**config.mk**
```make
export PLATFORM = sky130hd
export DESIGN_NAME = weighted_relative_feature_distance
export DESIGN_NICKNAME = d
export VERILOG_FILES = /design/src/rtl/wrfd_pkg.sv /design/src/rtl/wrfd_div.sv /design/src/rtl/weighted_relative_feature_distance.sv
export SDC_FILE = /design/constraint.sdc
export NUM_CORES = 2
export LEC_CHECK = 0
export BUFFER_PORTS_ARGS = -buffer_cell sky130_fd_sc_hd__buf_2
export CAP_MARGIN = 30
export CORE_MARGIN = 1.5
export CORE_UTILIZATION = 40
export DETAILED_ROUTE_END_ITERATION = 6
export HOLD_SLACK_MARGIN = 0.08
export SLEW_MARGIN = 30
export SYNTH_ARGS = -nofsm -noshare
export SYNTH_HDL_FRONTEND = slang
export SYNTH_SLANG_ARGS = --single-unit
```
**constraint.sdc**
```tcl
create_clock -name clk -period 21.2 [get_ports clk]
set_clock_uncertainty 0.05 [all_clocks]
set_input_delay 2.12 -clock clk [delete_from_list [all_inputs] [get_ports clk]]
set_output_delay 2.12 -clock clk [all_outputs]
set_load 0.02 [all_outputs]
```
**src/rtl/wrfd_pkg.sv**
```systemverilog
// ----------------------------------------------------------------------------
// Weighted relative feature distance: shared package
// Codes, fixed widths and the divider's control types used by all files.
// ----------------------------------------------------------------------------
package wrfd_pkg;

  localparam int NUM_W  = 72;   // dividend width of the shared divider
  localparam int DEN_W  = 48;   // divisor and remainder width
  localparam int STEP_W = 7;    // wide enough for the longest division
  localparam int MUL_W  = 32;   // operand width of the shared multiplier

  localparam logic [STEP_W-1:0] REL_STEPS   = 7'd25;
  localparam logic [STEP_W-1:0] GROUP_STEPS = 7'd57;
  localparam logic [STEP_W-1:0] FINAL_STEPS = 7'd72;

  localparam logic [1:0] KIND_PRED = 2'd0;
  localparam logic [1:0] KIND_FUNC = 2'd1;
  localparam logic [1:0] KIND_FEAT = 2'd2;

  localparam logic [1:0] STATUS_OK          = 2'd0;
  localparam logic [1:0] STATUS_ZERO_WEIGHT = 2'd1;
  localparam logic [1:0] STATUS_OVERFLOW    = 2'd2;

  localparam logic [1:0] REG_PRED_WEIGHT = 2'd0;
  localparam logic [1:0] REG_FUNC_WEIGHT = 2'd1;

  typedef struct packed {
    logic              start;
    logic [STEP_W-1:0] steps;
  } div_cmd_t;

  typedef struct packed {
    logic busy;
    logic done;
  } div_stat_t;

endpackage

```
**src/rtl/wrfd_div.sv**
```systemverilog
// ----------------------------------------------------------------------------
// Weighted relative feature distance: restoring divider
// One quotient bit per cycle; the dividend is fed in left-aligned and the
// remainder may be preloaded with a prefix known to lie below the divisor.
// ----------------------------------------------------------------------------
module wrfd_div (
  input  logic                          clk,
  input  logic                          rst,
  input  wrfd_pkg::div_cmd_t            cmd,
  input  logic [wrfd_pkg::NUM_W-1:0]    num_init,
  input  logic [wrfd_pkg::DEN_W-1:0]    rem_init,
  input  logic [wrfd_pkg::DEN_W-1:0]    den,
  output wrfd_pkg::div_stat_t           stat,
  output logic [wrfd_pkg::NUM_W-1:0]    quo
);

  logic [wrfd_pkg::NUM_W-1:0]  num_sh;
  logic [wrfd_pkg::DEN_W-1:0]  rem;
  logic [wrfd_pkg::DEN_W-1:0]  den_reg;
  logic [wrfd_pkg::STEP_W-1:0] cnt;
  logic                        busy;
  logic                        done;
  logic [wrfd_pkg::DEN_W:0]    trial;
  logic [wrfd_pkg::DEN_W:0]    diff;
  logic                        fits;

  assign trial = {rem, num_sh[wrfd_pkg::NUM_W-1]};
  assign diff  = trial - {1'b0, den_reg};
  assign fits  = trial >= {1'b0, den_reg};

  always_ff @(posedge clk) begin
    if (rst) begin
      busy <= 1'b0;
      done <= 1'b0;
      cnt  <= '0;
    end else begin
      done <= 1'b0;
      if (cmd.start) begin
        busy    <= 1'b1;
        cnt     <= cmd.steps;
        num_sh  <= num_init;
        rem     <= rem_init;
        den_reg <= den;
        quo     <= '0;
      end else if (busy) begin
        rem    <= fits ? diff[wrfd_pkg::DEN_W-1:0] : trial[wrfd_pkg::DEN_W-1:0];
        num_sh <= {num_sh[wrfd_pkg::NUM_W-2:0], 1'b0};
        quo    <= {quo[wrfd_pkg::NUM_W-2:0], fits};
        cnt    <= cnt - 1'b1;
        if (cnt == wrfd_pkg::STEP_W'(1)) begin
          busy <= 1'b0;
          done <= 1'b1;
        end
      end
    end
  end

  assign stat.busy = busy;
  assign stat.done = done;

endmodule

```
**src/rtl/weighted_relative_feature_distance.sv**
```systemverilog
// ----------------------------------------------------------------------------
// Weighted relative feature distance
// Streams value pairs of two vectors, accumulates squared relative
// differences per group and gives sqrt(total / norm) on the last word.
// ----------------------------------------------------------------------------
//  channel  | direction | handshake            | payload
//  ---------+-----------+----------------------+------------------------------
//  in       | input     | in_valid / in_ready  | kind value_a value_b weight last
//  out      | output    | out_valid / out_ready| distance status
//  cfg      | input     | cfg_valid / cfg_ready| cfg_index cfg_data
//
// An arity or feature word runs the 25-step relative division in the shared
// divider plus multiplier passes; a pair of two zeros skips the division, as
// do ignored words. A word marked last adds two weight squarings, two group
// passes around 57-step divisions, a 72-step final division and a 17-step
// square root. Reset is synchronous and clears all accumulators; the weights
// return to 1.0. A result waiting on out_ready stalls the block only when the
// next last word is ready to be delivered.
module weighted_relative_feature_distance #(
  parameter int MAX_ARITY_ENTRIES = 64,
  parameter int FEATURE_COUNT     = 15
) (
  input  logic               clk,
  input  logic               rst,
  input  logic               in_valid,
  output logic               in_ready,
  input  logic [1:0]         kind,
  input  logic signed [31:0] value_a,
  input  logic signed [31:0] value_b,
  input  logic [15:0]        weight,
  input  logic               last,
  output logic               out_valid,
  input  logic               out_ready,
  output logic [16:0]        distance,
  output logic [1:0]         status,
  input  logic               cfg_valid,
  output logic               cfg_ready,
  input  logic [1:0]         cfg_index,
  input  logic [15:0]        cfg_data
);

  localparam int CNT_W  = $clog2(MAX_ARITY_ENTRIES + 1);
  localparam int SUM_W  = $clog2(MAX_ARITY_ENTRIES * 65536 + 1);
  localparam int FEAT_W = $clog2(FEATURE_COUNT + 1);

  typedef enum logic [18:0] {
    S_IDLE   = 19'h00001,
    S_PREP   = 19'h00002,
    S_RDIV   = 19'h00004,
    S_RSQ    = 19'h00008,
    S_RRND   = 19'h00010,
    S_APPLY  = 19'h00020,
    S_FW1    = 19'h00040,
    S_FW2    = 19'h00080,
    S_FIN0   = 19'h00100,
    S_FIN1   = 19'h00200,
    S_FIN2   = 19'h00400,
    S_GSQ    = 19'h00800,
    S_GMUL   = 19'h01000,
    S_GDIVST = 19'h02000,
    S_GDIV   = 19'h04000,
    S_GNEXT  = 19'h08000,
    S_QDIV   = 19'h10000,
    S_SQRT   = 19'h20000,
    S_OUT    = 19'h40000
  } state_t;

  state_t state;

  logic [15:0]        pred_weight;
  logic [15:0]        func_weight;
  logic [SUM_W-1:0]   pred_square_sum;
  logic [SUM_W-1:0]   func_square_sum;
  logic [CNT_W-1:0]   pred_count;
  logic [CNT_W-1:0]   func_count;
  logic [FEAT_W-1:0]  feature_seen;
  logic [55:0]        weighted_total;
  logic [47:0]        norm_total;
  logic               overflow_seen;

  logic [1:0]         kind_reg;
  logic signed [31:0] a_reg;
  logic signed [31:0] b_reg;
  logic [15:0]        w_reg;
  logic               last_reg;

  logic [16:0]        rsq;
  logic [31:0]        pwsq;
  logic [31:0]        fwsq;
  logic [16:0]        nn;
  logic               grp;
  logic [16:0]        res_dist;
  logic [1:0]         res_status;

  logic [33:0]        sq_x;
  logic [33:0]        sq_res;
  logic [33:0]        sq_bit;

  logic [wrfd_pkg::MUL_W-1:0]   mul_a;
  logic [wrfd_pkg::MUL_W-1:0]   mul_b;
  logic [2*wrfd_pkg::MUL_W-1:0] prod;

  wrfd_pkg::div_cmd_t           div_cmd;
  wrfd_pkg::div_stat_t          div_stat;
  logic [wrfd_pkg::NUM_W-1:0]   div_num;
  logic [wrfd_pkg::DEN_W-1:0]   div_rem;
  logic [wrfd_pkg::DEN_W-1:0]   div_den;
  logic [wrfd_pkg::NUM_W-1:0]   div_quo;

  // Relative difference operands.
  logic [32:0] mag_a;
  logic [32:0] mag_b;
  logic [32:0] mmax;
  logic [33:0] diff_ab;
  logic [33:0] dmag;
  logic [32:0] den_rel;
  logic        slot_free;
  logic        arity_full;

  logic [CNT_W-1:0] cnt_g;
  logic [SUM_W-1:0] sum_g;
  logic [31:0]      wsq_g;

  logic [48:0] rnd_sum;
  logic [33:0] sq_sum;
  logic        sq_ge;
  logic [33:0] sq_res_new;
  logic [32:0] q_clamped;

  always_comb begin
    mag_a   = a_reg[31] ? 33'(-{a_reg[31], a_reg}) : {1'b0, a_reg};
    mag_b   = b_reg[31] ? 33'(-{b_reg[31], b_reg}) : {1'b0, b_reg};
    mmax    = (mag_a > mag_b) ? mag_a : mag_b;
    diff_ab = {{2{a_reg[31]}}, a_reg} - {{2{b_reg[31]}}, b_reg};
    dmag    = diff_ab[33] ? 34'(-diff_ab) : diff_ab;
    den_rel = {mmax[31:0], 1'b0};
  end

  always_comb begin
    slot_free  = 1'b0;
    arity_full = 1'b0;
    case (kind_reg)
      wrfd_pkg::KIND_PRED: begin
        arity_full = pred_count == CNT_W'(MAX_ARITY_ENTRIES);
        slot_free  = !arity_full;
      end
      wrfd_pkg::KIND_FUNC: begin
        arity_full = func_count == CNT_W'(MAX_ARITY_ENTRIES);
        slot_free  = !arity_full;
      end
      wrfd_pkg::KIND_FEAT: slot_free = feature_seen < FEAT_W'(FEATURE_COUNT);
      default:             slot_free = 1'b0;
    endcase
  end

  assign cnt_g = grp ? func_count : pred_count;
  assign sum_g = grp ? func_square_sum : pred_square_sum;
  assign wsq_g = grp ? fwsq : pwsq;

  assign rnd_sum    = prod[48:0] + 49'h0_8000_0000;
  assign sq_sum     = sq_res + sq_bit;
  assign sq_ge      = sq_x >= sq_sum;
  assign sq_res_new = sq_ge ? (sq_res >> 1) + sq_bit : sq_res >> 1;

  // The quotient is limited to 1.0 in Q1.32 before the root.
  assign q_clamped = ((|div_quo[71:33]) || (div_quo[32] && (|div_quo[31:0])))
                     ? 33'h1_0000_0000 : div_quo[32:0];

  // Operand selection for the shared multiplier.
  always_comb begin
    mul_a = '0;
    mul_b = '0;
    unique case (state)
      S_RSQ: begin
        mul_a = 32'(div_quo[24:0]);
        mul_b = 32'(div_quo[24:0]);
      end
      S_APPLY: begin
        mul_a = 32'(w_reg);
        mul_b = 32'(w_reg);
      end
      S_FW1: begin
        mul_a = 32'(rsq);
        mul_b = prod[31:0];
      end
      S_FIN0: begin
        mul_a = 32'(pred_weight);
        mul_b = 32'(pred_weight);
      end
      S_FIN1: begin
        mul_a = 32'(func_weight);
        mul_b = 32'(func_weight);
      end
      S_GSQ: begin
        mul_a = 32'(cnt_g);
        mul_b = 32'(cnt_g);
      end
      S_GMUL: begin
        mul_a = 32'(sum_g);
        mul_b = wsq_g;
      end
      default: begin
        mul_a = '0;
        mul_b = '0;
      end
    endcase
  end

  always_ff @(posedge clk) begin
    prod <= mul_a * mul_b;
  end

  // Divider command and operands.
  always_comb begin
    div_cmd.start = 1'b0;
    div_cmd.steps = wrfd_pkg::REL_STEPS;
    div_num       = '0;
    div_rem       = '0;
    div_den       = '0;
    unique case (state)
      S_PREP: begin
        div_cmd.start = slot_free && (mmax != 33'd0);
        div_num       = {dmag[0], 71'd0};
        div_rem       = 48'(dmag[32:1]);
        div_den       = 48'(den_rel);
      end
      S_GDIVST: begin
        div_cmd.start = cnt_g != '0;
        div_cmd.steps = wrfd_pkg::GROUP_STEPS;
        div_num       = {prod[56:0], 15'd0};
        div_den       = 48'(nn);
      end
      S_GNEXT: begin
        div_cmd.start = grp && !overflow_seen && (norm_total != 48'd0);
        div_cmd.steps = wrfd_pkg::FINAL_STEPS;
        div_num       = {weighted_total, 16'd0};
        div_den       = norm_total;
      end
      default: div_cmd.start = 1'b0;
    endcase
  end

  wrfd_div u_div (
    .clk      (clk),
    .rst      (rst),
    .cmd      (div_cmd),
    .num_init (div_num),
    .rem_init (div_rem),
    .den      (div_den),
    .stat     (div_stat),
    .quo      (div_quo)
  );

  assign in_ready  = state == S_IDLE;
  assign cfg_ready = 1'b1;

  always_ff @(posedge clk) begin
    if (rst) begin
      state           <= S_IDLE;
      pred_weight     <= 16'd256;
      func_weight     <= 16'd256;
      pred_square_sum <= '0;
      func_square_sum <= '0;
      pred_count      <= '0;
      func_count      <= '0;
      feature_seen    <= '0;
      weighted_total  <= '0;
      norm_total      <= '0;
      overflow_seen   <= 1'b0;
      out_valid       <= 1'b0;
      grp             <= 1'b0;
    end else begin
      if (cfg_valid && cfg_ready) begin
        case (cfg_index)
          wrfd_pkg::REG_PRED_WEIGHT: pred_weight <= cfg_data;
          wrfd_pkg::REG_FUNC_WEIGHT: func_weight <= cfg_data;
          default: ;
        endcase
      end

      // In S_OUT the output register is reloaded below instead.
      if (out_valid && out_ready && (state != S_OUT)) begin
        out_valid <= 1'b0;
      end

      unique case (state)
        S_IDLE: begin
          if (in_valid) begin
            kind_reg <= kind;
            a_reg    <= value_a;
            b_reg    <= value_b;
            w_reg    <= weight;
            last_reg <= last;
            state    <= S_PREP;
          end
        end
        S_PREP: begin
          if (arity_full) begin
            overflow_seen <= 1'b1;
          end
          if (!slot_free) begin
            state <= last_reg ? S_FIN0 : S_IDLE;
          end else if (mmax == 33'd0) begin
            rsq   <= '0;
            state <= S_APPLY;
          end else begin
            state <= S_RDIV;
          end
        end
        S_RDIV: begin
          if (div_stat.done) begin
            state <= S_RSQ;
          end
        end
        S_RSQ: state <= S_RRND;
        S_RRND: begin
          rsq   <= rnd_sum[48:32];
          state <= S_APPLY;
        end
        S_APPLY: begin
          if (kind_reg == wrfd_pkg::KIND_FEAT) begin
            state <= S_FW1;
          end else begin
            if (kind_reg == wrfd_pkg::KIND_PRED) begin
              pred_square_sum <= pred_square_sum + SUM_W'(rsq);
              pred_count      <= pred_count + 1'b1;
            end else begin
              func_square_sum <= func_square_sum + SUM_W'(rsq);
              func_count      <= func_count + 1'b1;
            end
            state <= last_reg ? S_FIN0 : S_IDLE;
          end
        end
        S_FW1: begin
          norm_total <= norm_total + 48'(prod[31:0]);
          state      <= S_FW2;
        end
        S_FW2: begin
          weighted_total <= weighted_total + prod[55:0];
          feature_seen   <= feature_seen + 1'b1;
          state          <= last_reg ? S_FIN0 : S_IDLE;
        end
        S_FIN0: state <= S_FIN1;
        S_FIN1: begin
          pwsq  <= prod[31:0];
          state <= S_FIN2;
        end
        S_FIN2: begin
          fwsq       <= prod[31:0];
          norm_total <= norm_total + 48'(pwsq) + 48'(prod[31:0]);
          grp        <= 1'b0;
          state      <= S_GSQ;
        end
        S_GSQ: state <= S_GMUL;
        S_GMUL: begin
          nn    <= prod[16:0];
          state <= S_GDIVST;
        end
        S_GDIVST: state <= (cnt_g != '0) ? S_GDIV : S_GNEXT;
        S_GDIV: begin
          if (div_stat.done) begin
            weighted_total <= weighted_total + div_quo[55:0];
            state          <= S_GNEXT;
          end
        end
        S_GNEXT: begin
          if (!grp) begin
            grp   <= 1'b1;
            state <= S_GSQ;
          end else if (overflow_seen) begin
            res_dist   <= '0;
            res_status <= wrfd_pkg::STATUS_OVERFLOW;
            state      <= S_OUT;
          end else if (norm_total == 48'd0) begin
            res_dist   <= '0;
            res_status <= wrfd_pkg::STATUS_ZERO_WEIGHT;
            state      <= S_OUT;
          end else begin
            state <= S_QDIV;
          end
        end
        S_QDIV: begin
          if (div_stat.done) begin
            sq_x   <= 34'(q_clamped);
            sq_res <= '0;
            sq_bit <= 34'h1_0000_0000;
            state  <= S_SQRT;
          end
        end
        S_SQRT: begin
          if (sq_ge) begin
            sq_x <= sq_x - sq_sum;
          end
          sq_res <= sq_res_new;
          sq_bit <= sq_bit >> 2;
          if (sq_bit == 34'd1) begin
            res_dist   <= sq_res_new[16:0];
            res_status <= wrfd_pkg::STATUS_OK;
            state      <= S_OUT;
          end
        end
        S_OUT: begin
          if (!out_valid || out_ready) begin
            distance        <= res_dist;
            status          <= res_status;
            out_valid       <= 1'b1;
            pred_square_sum <= '0;
            func_square_sum <= '0;
            pred_count      <= '0;
            func_count      <= '0;
            feature_seen    <= '0;
            weighted_total  <= '0;
            norm_total      <= '0;
            overflow_seen   <= 1'b0;
            state           <= S_IDLE;
          end
        end
        default: state <= S_IDLE;
      endcase
    end
  end

`ifndef SYNTHESIS
  a_dist_zero_on_error: assert property (@(posedge clk) disable iff (rst)
    out_valid && (status != wrfd_pkg::STATUS_OK) |-> distance == 17'd0)
    else $error("distance not zero on an error word");

  a_no_restart_busy: assert property (@(posedge clk) disable iff (rst)
    div_cmd.start |-> !div_stat.busy)
    else $error("divider started while busy");

  a_count_bound: assert property (@(posedge clk) disable iff (rst)
    (pred_count <= CNT_W'(MAX_ARITY_ENTRIES)) &&
    (func_count <= CNT_W'(MAX_ARITY_ENTRIES)))
    else $error("arity count beyond capacity");

  a_busy_after_accept: assert property (@(posedge clk) disable iff (rst)
    in_valid && in_ready |=> !in_ready)
    else $error("new word taken while one is in progress");
`endif

endmodule

```
== Word level (Yosys, flattened, before mapping) ==
Index checks and enable logic that the tools add are counted.
Storage, ports and cells
  flip-flop bits (word level): 849
  latch bits: 0
  memory bits (writable): 0
  ROM bits: 0
  input bits: 106
  output and inout port bits: 22
  word-level logic and storage cells: 251
  memories kept: 0
Operators by class
  $add $sub $neg: 20
  $mul: 1
  divide/modulo/power cells: 0
  $lt $le $gt $ge: 4
  equality and inequality tests: 42
  shifts and indexed selects: 0
  multiplexer cells: 93
  bitwise operators: 2
  reduce and logical (&&, ||, !) cells: 52
Operator list (count)
  $pmux W19 S19: 1
  $pmux W48 S3: 2
  $pmux W32 S7: 1
  $mux W72: 3
  $pmux W72 S3: 1
  $pmux W34 S2: 3
  $mux W48: 4
  $pmux W25 S7: 1
  $mux W19: 9
  $mux W34: 5
  $pmux W56 S3: 1
  $mux W33: 5
  $add A48 B32 Y48: 3
  $mux W23: 6
  $add A56 B56 Y56: 2
  $mux W56: 2
  $mux W17: 6
  $neg A33 Y33: 3
  $pmux W23 S2: 2
  $pmux W17 S2: 2
  $mux W32: 2
  $mul A25 B32 Y57: 1
  $mux W7: 8
  $add A49 B32 Y49 const B: 1
  72 further kinds: 140

== Logic depth before layout (Yosys ltp) ==
  depth in word-level cells: 9
  mapped depth: 41
  gate-level depth less buffers: 37

== Cells and area by module ==
A second synthesis with hierarchy kept.
Unflattened totals
  cell total of the unflattened synthesis: 8633
  area total of the unflattened synthesis: 79661.4 um^2
Modules (own cells, without submodules)
  weighted_relative_feature_distance: times used 1, cells an instance 7591, area each 66379.9 um^2, sequential area each 14714.1 um^2
  wrfd_div: times used 1, cells an instance 1042, area each 13281.5 um^2, sequential area each 7387.1 um^2

== Worst setup path before layout ==
Ideal clock, no wire load.
  path type: register -> register
  start: register a_reg[14]
  end: register u_div.num_sh[15] (netlist name), enable pin
  library setup time: 0.716 ns
  arrival: 11.546 ns
  required time: 20.434 ns
  path slack: 8.888 ns
  stages on the path, launching flop included: 19
  buffers on the path: 1
  period minus slack after synthesis: 12.312 ns
  cells stage by stage: edfxtp_1 -> or4_4 -> nor4_2 -> nand3_1 -> o41ai_1 -> xor2_1 -> inv_1 -> ha_1 -> nand4_1 -> or2_2 -> nor3_1 -> nand2_1 -> a21oi_1 -> mux2i_4 -> nand2_4 -> nand2_2 -> buf_6 -> nor2_1 -> nor2_1
On the way
  word-level cells in the longest chain between the ends: 9
RTL lines
  start: declaration: RTL line weighted_relative_feature_distance.sv:82  | logic signed [31:0] a_reg;
  start signal: assignment: RTL line weighted_relative_feature_distance.sv:290  | a_reg <= value_a;
  $neg A33 Y33: RTL line weighted_relative_feature_distance.sv:131  | mag_a = a_reg[31] ? 33'(-{a_reg[31], a_reg}) : {1'b0, a_reg};
  $mux W33 (*): RTL line weighted_relative_feature_distance.sv:131
  $gt A33 B33 Y1: RTL line weighted_relative_feature_distance.sv:133  | mmax = (mag_a > mag_b) ? mag_a : mag_b;
  $mux W33 (*): RTL line weighted_relative_feature_distance.sv:133
  $reduce_bool A33 Y1 (*): RTL line weighted_relative_feature_distance.sv:222  | div_cmd.start = slot_free && (mmax != 33'd0);
  $logic_and A1 B1 Y1 (*): RTL line weighted_relative_feature_distance.sv:222
  $pmux W1 S3 (*): RTL line weighted_relative_feature_distance.sv:220  | unique case (state)
  $reduce_bool A2 Y1 (no source line) (*)
  $reduce_and A2 Y1 (no source line) (*)
  end signal: assignment: RTL line wrfd_div.sv:41  | num_sh <= num_init;
  end signal: assignment: RTL line wrfd_div.sv:47  | num_sh <= {num_sh[wrfd_pkg::NUM_W-2:0], 1'b0};
  end: declaration: RTL line wrfd_div.sv:17  | logic [wrfd_pkg::NUM_W-1:0] num_sh;
Every way passes the cells marked *; elsewhere a longest branch is shown, timed or not.
A chain may end at the register's enable or synchronous reset.

== Worst setup path in the final report ==
  start: register state[0]
  end: register prod[54] (netlist name)
On the way
  word-level cells in the longest chain between the ends: 3
  elaborated cells between the ends (all ways): 10
  those cells by class: 1 x mul; 7 x eq/ne; 2 x mux
RTL lines
  start: declaration: RTL line weighted_relative_feature_distance.sv:68  | state_t state;
  start signal: assignment: RTL line weighted_relative_feature_distance.sv:302  | state <= last_reg ? S_FIN0 : S_IDLE;
  start signal: assignment: RTL line weighted_relative_feature_distance.sv:331  | state <= last_reg ? S_FIN0 : S_IDLE;
  start signal: assignment: RTL line weighted_relative_feature_distance.sv:341  | state <= last_reg ? S_FIN0 : S_IDLE;
  $eq A19 B13 Y1 (tied with other cells): RTL line weighted_relative_feature_distance.sv:173  | unique case (state)
  $pmux W25 S7 / $pmux W32 S7 (equally long branches): RTL line weighted_relative_feature_distance.sv:173
  $mul A25 B32 Y57 (*): RTL line weighted_relative_feature_distance.sv:210  | prod <= mul_a * mul_b;
  end signal: assignment: RTL line weighted_relative_feature_distance.sv:210
  end: declaration: RTL line weighted_relative_feature_distance.sv:101  | logic [2*wrfd_pkg::MUL_W-1:0] prod;
Marked as above.

==> results.md <==
- Synth cell types: 95
- Largest net degree at the start of global routing: 100
- Post-CTS Resized: 0
- Crit-path most repeated cell: fa_1
- Most common cell after layout, fill and taps aside: nand2_1
- Hold Path Sink: distance[15]$_DFFE_PP_
- HP Class: reg2reg
- # DRC: 0
- Vias/cell: 5.71
- Clock Power Share: 45.6%
- Global Route Usage Sum: 26.3%
- Max Clk Rate: 84.6 MHz
- Int Power: 2.88 mW
- Setup_tns: 0 ns
- CP Data Arrival Time: 12.42 ns
- Sequential share of the synthesized area: 27.9%
- Synth Cell Area: 77,700 um2
- Critical R2R Capture: prod[54]$_DFF_P_
- Clock slew at reported path FFs: 0.06 ns
- Io pins: 128
- Slowest CP cell: o31ai_1
- Vias in the first global route: 63,800
- Cts hold-fix bufs: 0
- Max-slew headroom: 27.5%
- Cells on Worst Hold Path: 0
- Die ar.: 197,000 um2
- Worst endpoint required time: 21.80 ns
- HPWL Detailed: 201 mm
- Outcome: complete, no violations
- Total core area: 193,000 um2
- Rows: 161
- Commonest cells after routing, fill and taps aside: 1,234 x nand2_1, 1,014 x inv_1, 727 x fa_1
- Number of flip-flops in the largest register: 72
- Async S/R FF share, synth: 0%
- Hold path start: res_dist[15]$_SDFFCE_PN0P_
- Design Power: 3.88 mW
- Skew-Pair Late Insertion Delay: 0.73 ns
- Reg power frac: 45.1%
- Die width: 444 um
- Switch share: 25.7%
- Routed wire length: 262 mm
- Sw Pwr: 0.997 mW
- Initial Util: 40.3%
- NumNets Final: 10,000
- Maximum clock insertion buffer count: 3
- Synthesis-stage register bit count: 817
- Pwr dens: 45.6 nW/um2
- Initial antenna violation count: 9
- Grt ovf: 0
- Drt wl/cell: 23.3 um
- Hold Fails Final Rpt: 0
- Clock root buffer: clkbuf_16
- Critical R2R Launch: state[0]$_SDFFE_PP1P_
- Finished Layout Cells: 11,300
- Mapped Cells: 8,614
- H-tree levels: 3
- Total clock sinks: 817
- Pins Over Slew Limit: 0
- Final setup viols: 0
- Remaining antenna violation count: 0
- Crit start category: flip-flop
- Synth warnings: 0
- Minimum clock period: 11.82 ns
- Worst-path maximum fanout: 61
- Synth Area per Inst: 9.02 um2
- Port buffer count: 126
- Crit-path max cell delay: 0.87 ns
- Vias: 64,300
- Placed cells: 11,100
- Leakage power: 36.2 nW
- Biggest regs: u_div.quo (72), prod (57), u_div.num_sh (57)
- Maxcap violations: 0
- Hold_ws: 0.369 ns
- Reg2reg path depth: 31
- Layout Utilization: 44.1%
- Biggest register: u_div.quo
- First-pass GRT wire length: 396 mm
- Setup bufs post-CTS: 0
- Post-synth EDFFs: 529
- Max VDD drop: 0.0595 mV
- CTS tree: yes
- Number of DRC markers in iteration 0: 6,185
- Die Y-Extent: 444 um
- Combinational share of power: 9.2%
- Area growth from synthesis to layout: 9.45%
- Layout cell share with drive strength beyond 1: 6.85%
- Critical path class: reg2reg
- Gpl congestion: 0.974
- Critical path capture point type: flip-flop
- Top FF cell, synth: edfxtp_1
- Unrepaired setup endpoints after global routing: false
- CTS buffer count: 93
- R2R Setup Slk: 9.38 ns
- Worst slew pin tran: 1.08 ns
- Drt first pass iters: 6
- Final Cycle Share: 55.8%
## metrics by stage
stage / instance area, um2 / worst slack (ns)
after floorplan: 77700 / 8.89
after global placement: 81600 / 9.64
after detailed placement: 81600 / 9.59
after CTS: 85000 / 9.53
after global routing: 85000 / 8.94
final: 85000 / 9.38
## synthesized netlist by cell type (all sizes together), types with 34 or more instances
cell | instances | area (um2)
dfxtp | 288 | 5770
a221oi | 48 | 420
and2 | 173 | 1080
and3 | 51 | 319
mux2i | 63 | 643
o31ai | 37 | 292
inv | 1015 | 3810
o22ai | 34 | 213
nand2 | 1236 | 4650
xor2 | 191 | 1670
nand3 | 132 | 661
nor4 | 69 | 463
ha | 538 | 6730
a22oi | 133 | 998
nor3 | 127 | 636
buf | 50 | 253
a211oi | 59 | 458
edfxtp | 529 | 15900
nor2 | 709 | 2660
or3 | 46 | 288
nor2b | 61 | 382
fa | 727 | 14600
a31oi | 62 | 388
o21a | 68 | 510
nand2b | 63 | 394
xnor2 | 274 | 2400
a221o | 45 | 450
o21ai | 315 | 1580
a21oi | 471 | 2360
clkbuf | 311 | 1170
o21bai | 55 | 413
nand4 | 70 | 438
a21o | 172 | 1290
## logic make-up (layout without fill, tap and decap cells)
family                     Yosys count  in the layout  synth area share, %
buffers and inverters             1376           1480                 6.73
muxes                               95             95                 1.29
and+or+nand+nor                   2867           2867                 16.8
other                                2             19              0.00967
xor gates and xnor gates           465            465                 5.24
DFF                                817            817                 27.9
AOI/OAI and AO/OA                 1727           1727                 14.7
adders and majority gates         1265           1265                 27.4
## area by class of cell
type | instances | area (um2)
Inverter | 1015 | 3810
Timing Repair Buffer | 289 | 1930
Clock inverter | 61 | 792
Antenna cell | 2 | 5.00
Tap cell | 2526 | 3160
Clock buffer | 115 | 2550
Multi-Input combinational cell | 6436 | 51100
Sequential cell | 817 | 21700
Fill cell | 18700 | 108000
## critical path: cells and delay by family (launching register included)
family / cells / cell delay [ns]
buffers and inverters: 5 / 1.05
XOR/XNOR: 1 / 0.19
flip-flops: 1 / 0.37
AND/OR/NAND/NOR: 10 / 3.05
adder cells (fa/ha/maj): 8 / 4.05
AO/OA/AOI/OAI: 7 / 2.95
## routing by layer
layer | track usage (%) | routed length [um] | part of all wire (%) | up-vias
met5 | 0 | 7 | 0.0027 | -
met4 | 11.3 | 12100 | 4.6 | 2
met3 | 4.49 | 21300 | 8.1 | 508
met2 | 41.7 | 118000 | 45 | 2546
met1 | 35.4 | 111000 | 42 | 31900
li1 | - | - | - | 29300
## how the worst max path moves through the flow
stage                                from                        endpoint  cells past startpoint
floorplan             a_reg[14]$_DFFE_PP_  u_div.num_sh[15]$_SDFFCE_PN0P_                     18
global placement    state[0]$_SDFFE_PP1P_                prod[54]$_DFF_P_                     31
detailed placement  state[0]$_SDFFE_PP1P_                prod[54]$_DFF_P_                     31
CTS                 state[0]$_SDFFE_PP1P_                prod[54]$_DFF_P_                     31
global route        state[0]$_SDFFE_PP1P_                prod[54]$_DFF_P_                     33
finish              state[0]$_SDFFE_PP1P_                prod[54]$_DFF_P_                     31
## power groups by stage
stage	sequential, mW	combinational (mW)	clock (mW)
finish	1.75	0.357	1.77
global route	1.75	0.395	1.86
CTS	1.75	0.355	1.80
detailed placement	1.78	0.352	0
global placement	1.78	0.347	0
floorplan	1.77	0.252	0
(Power assumes the default switching activity.)
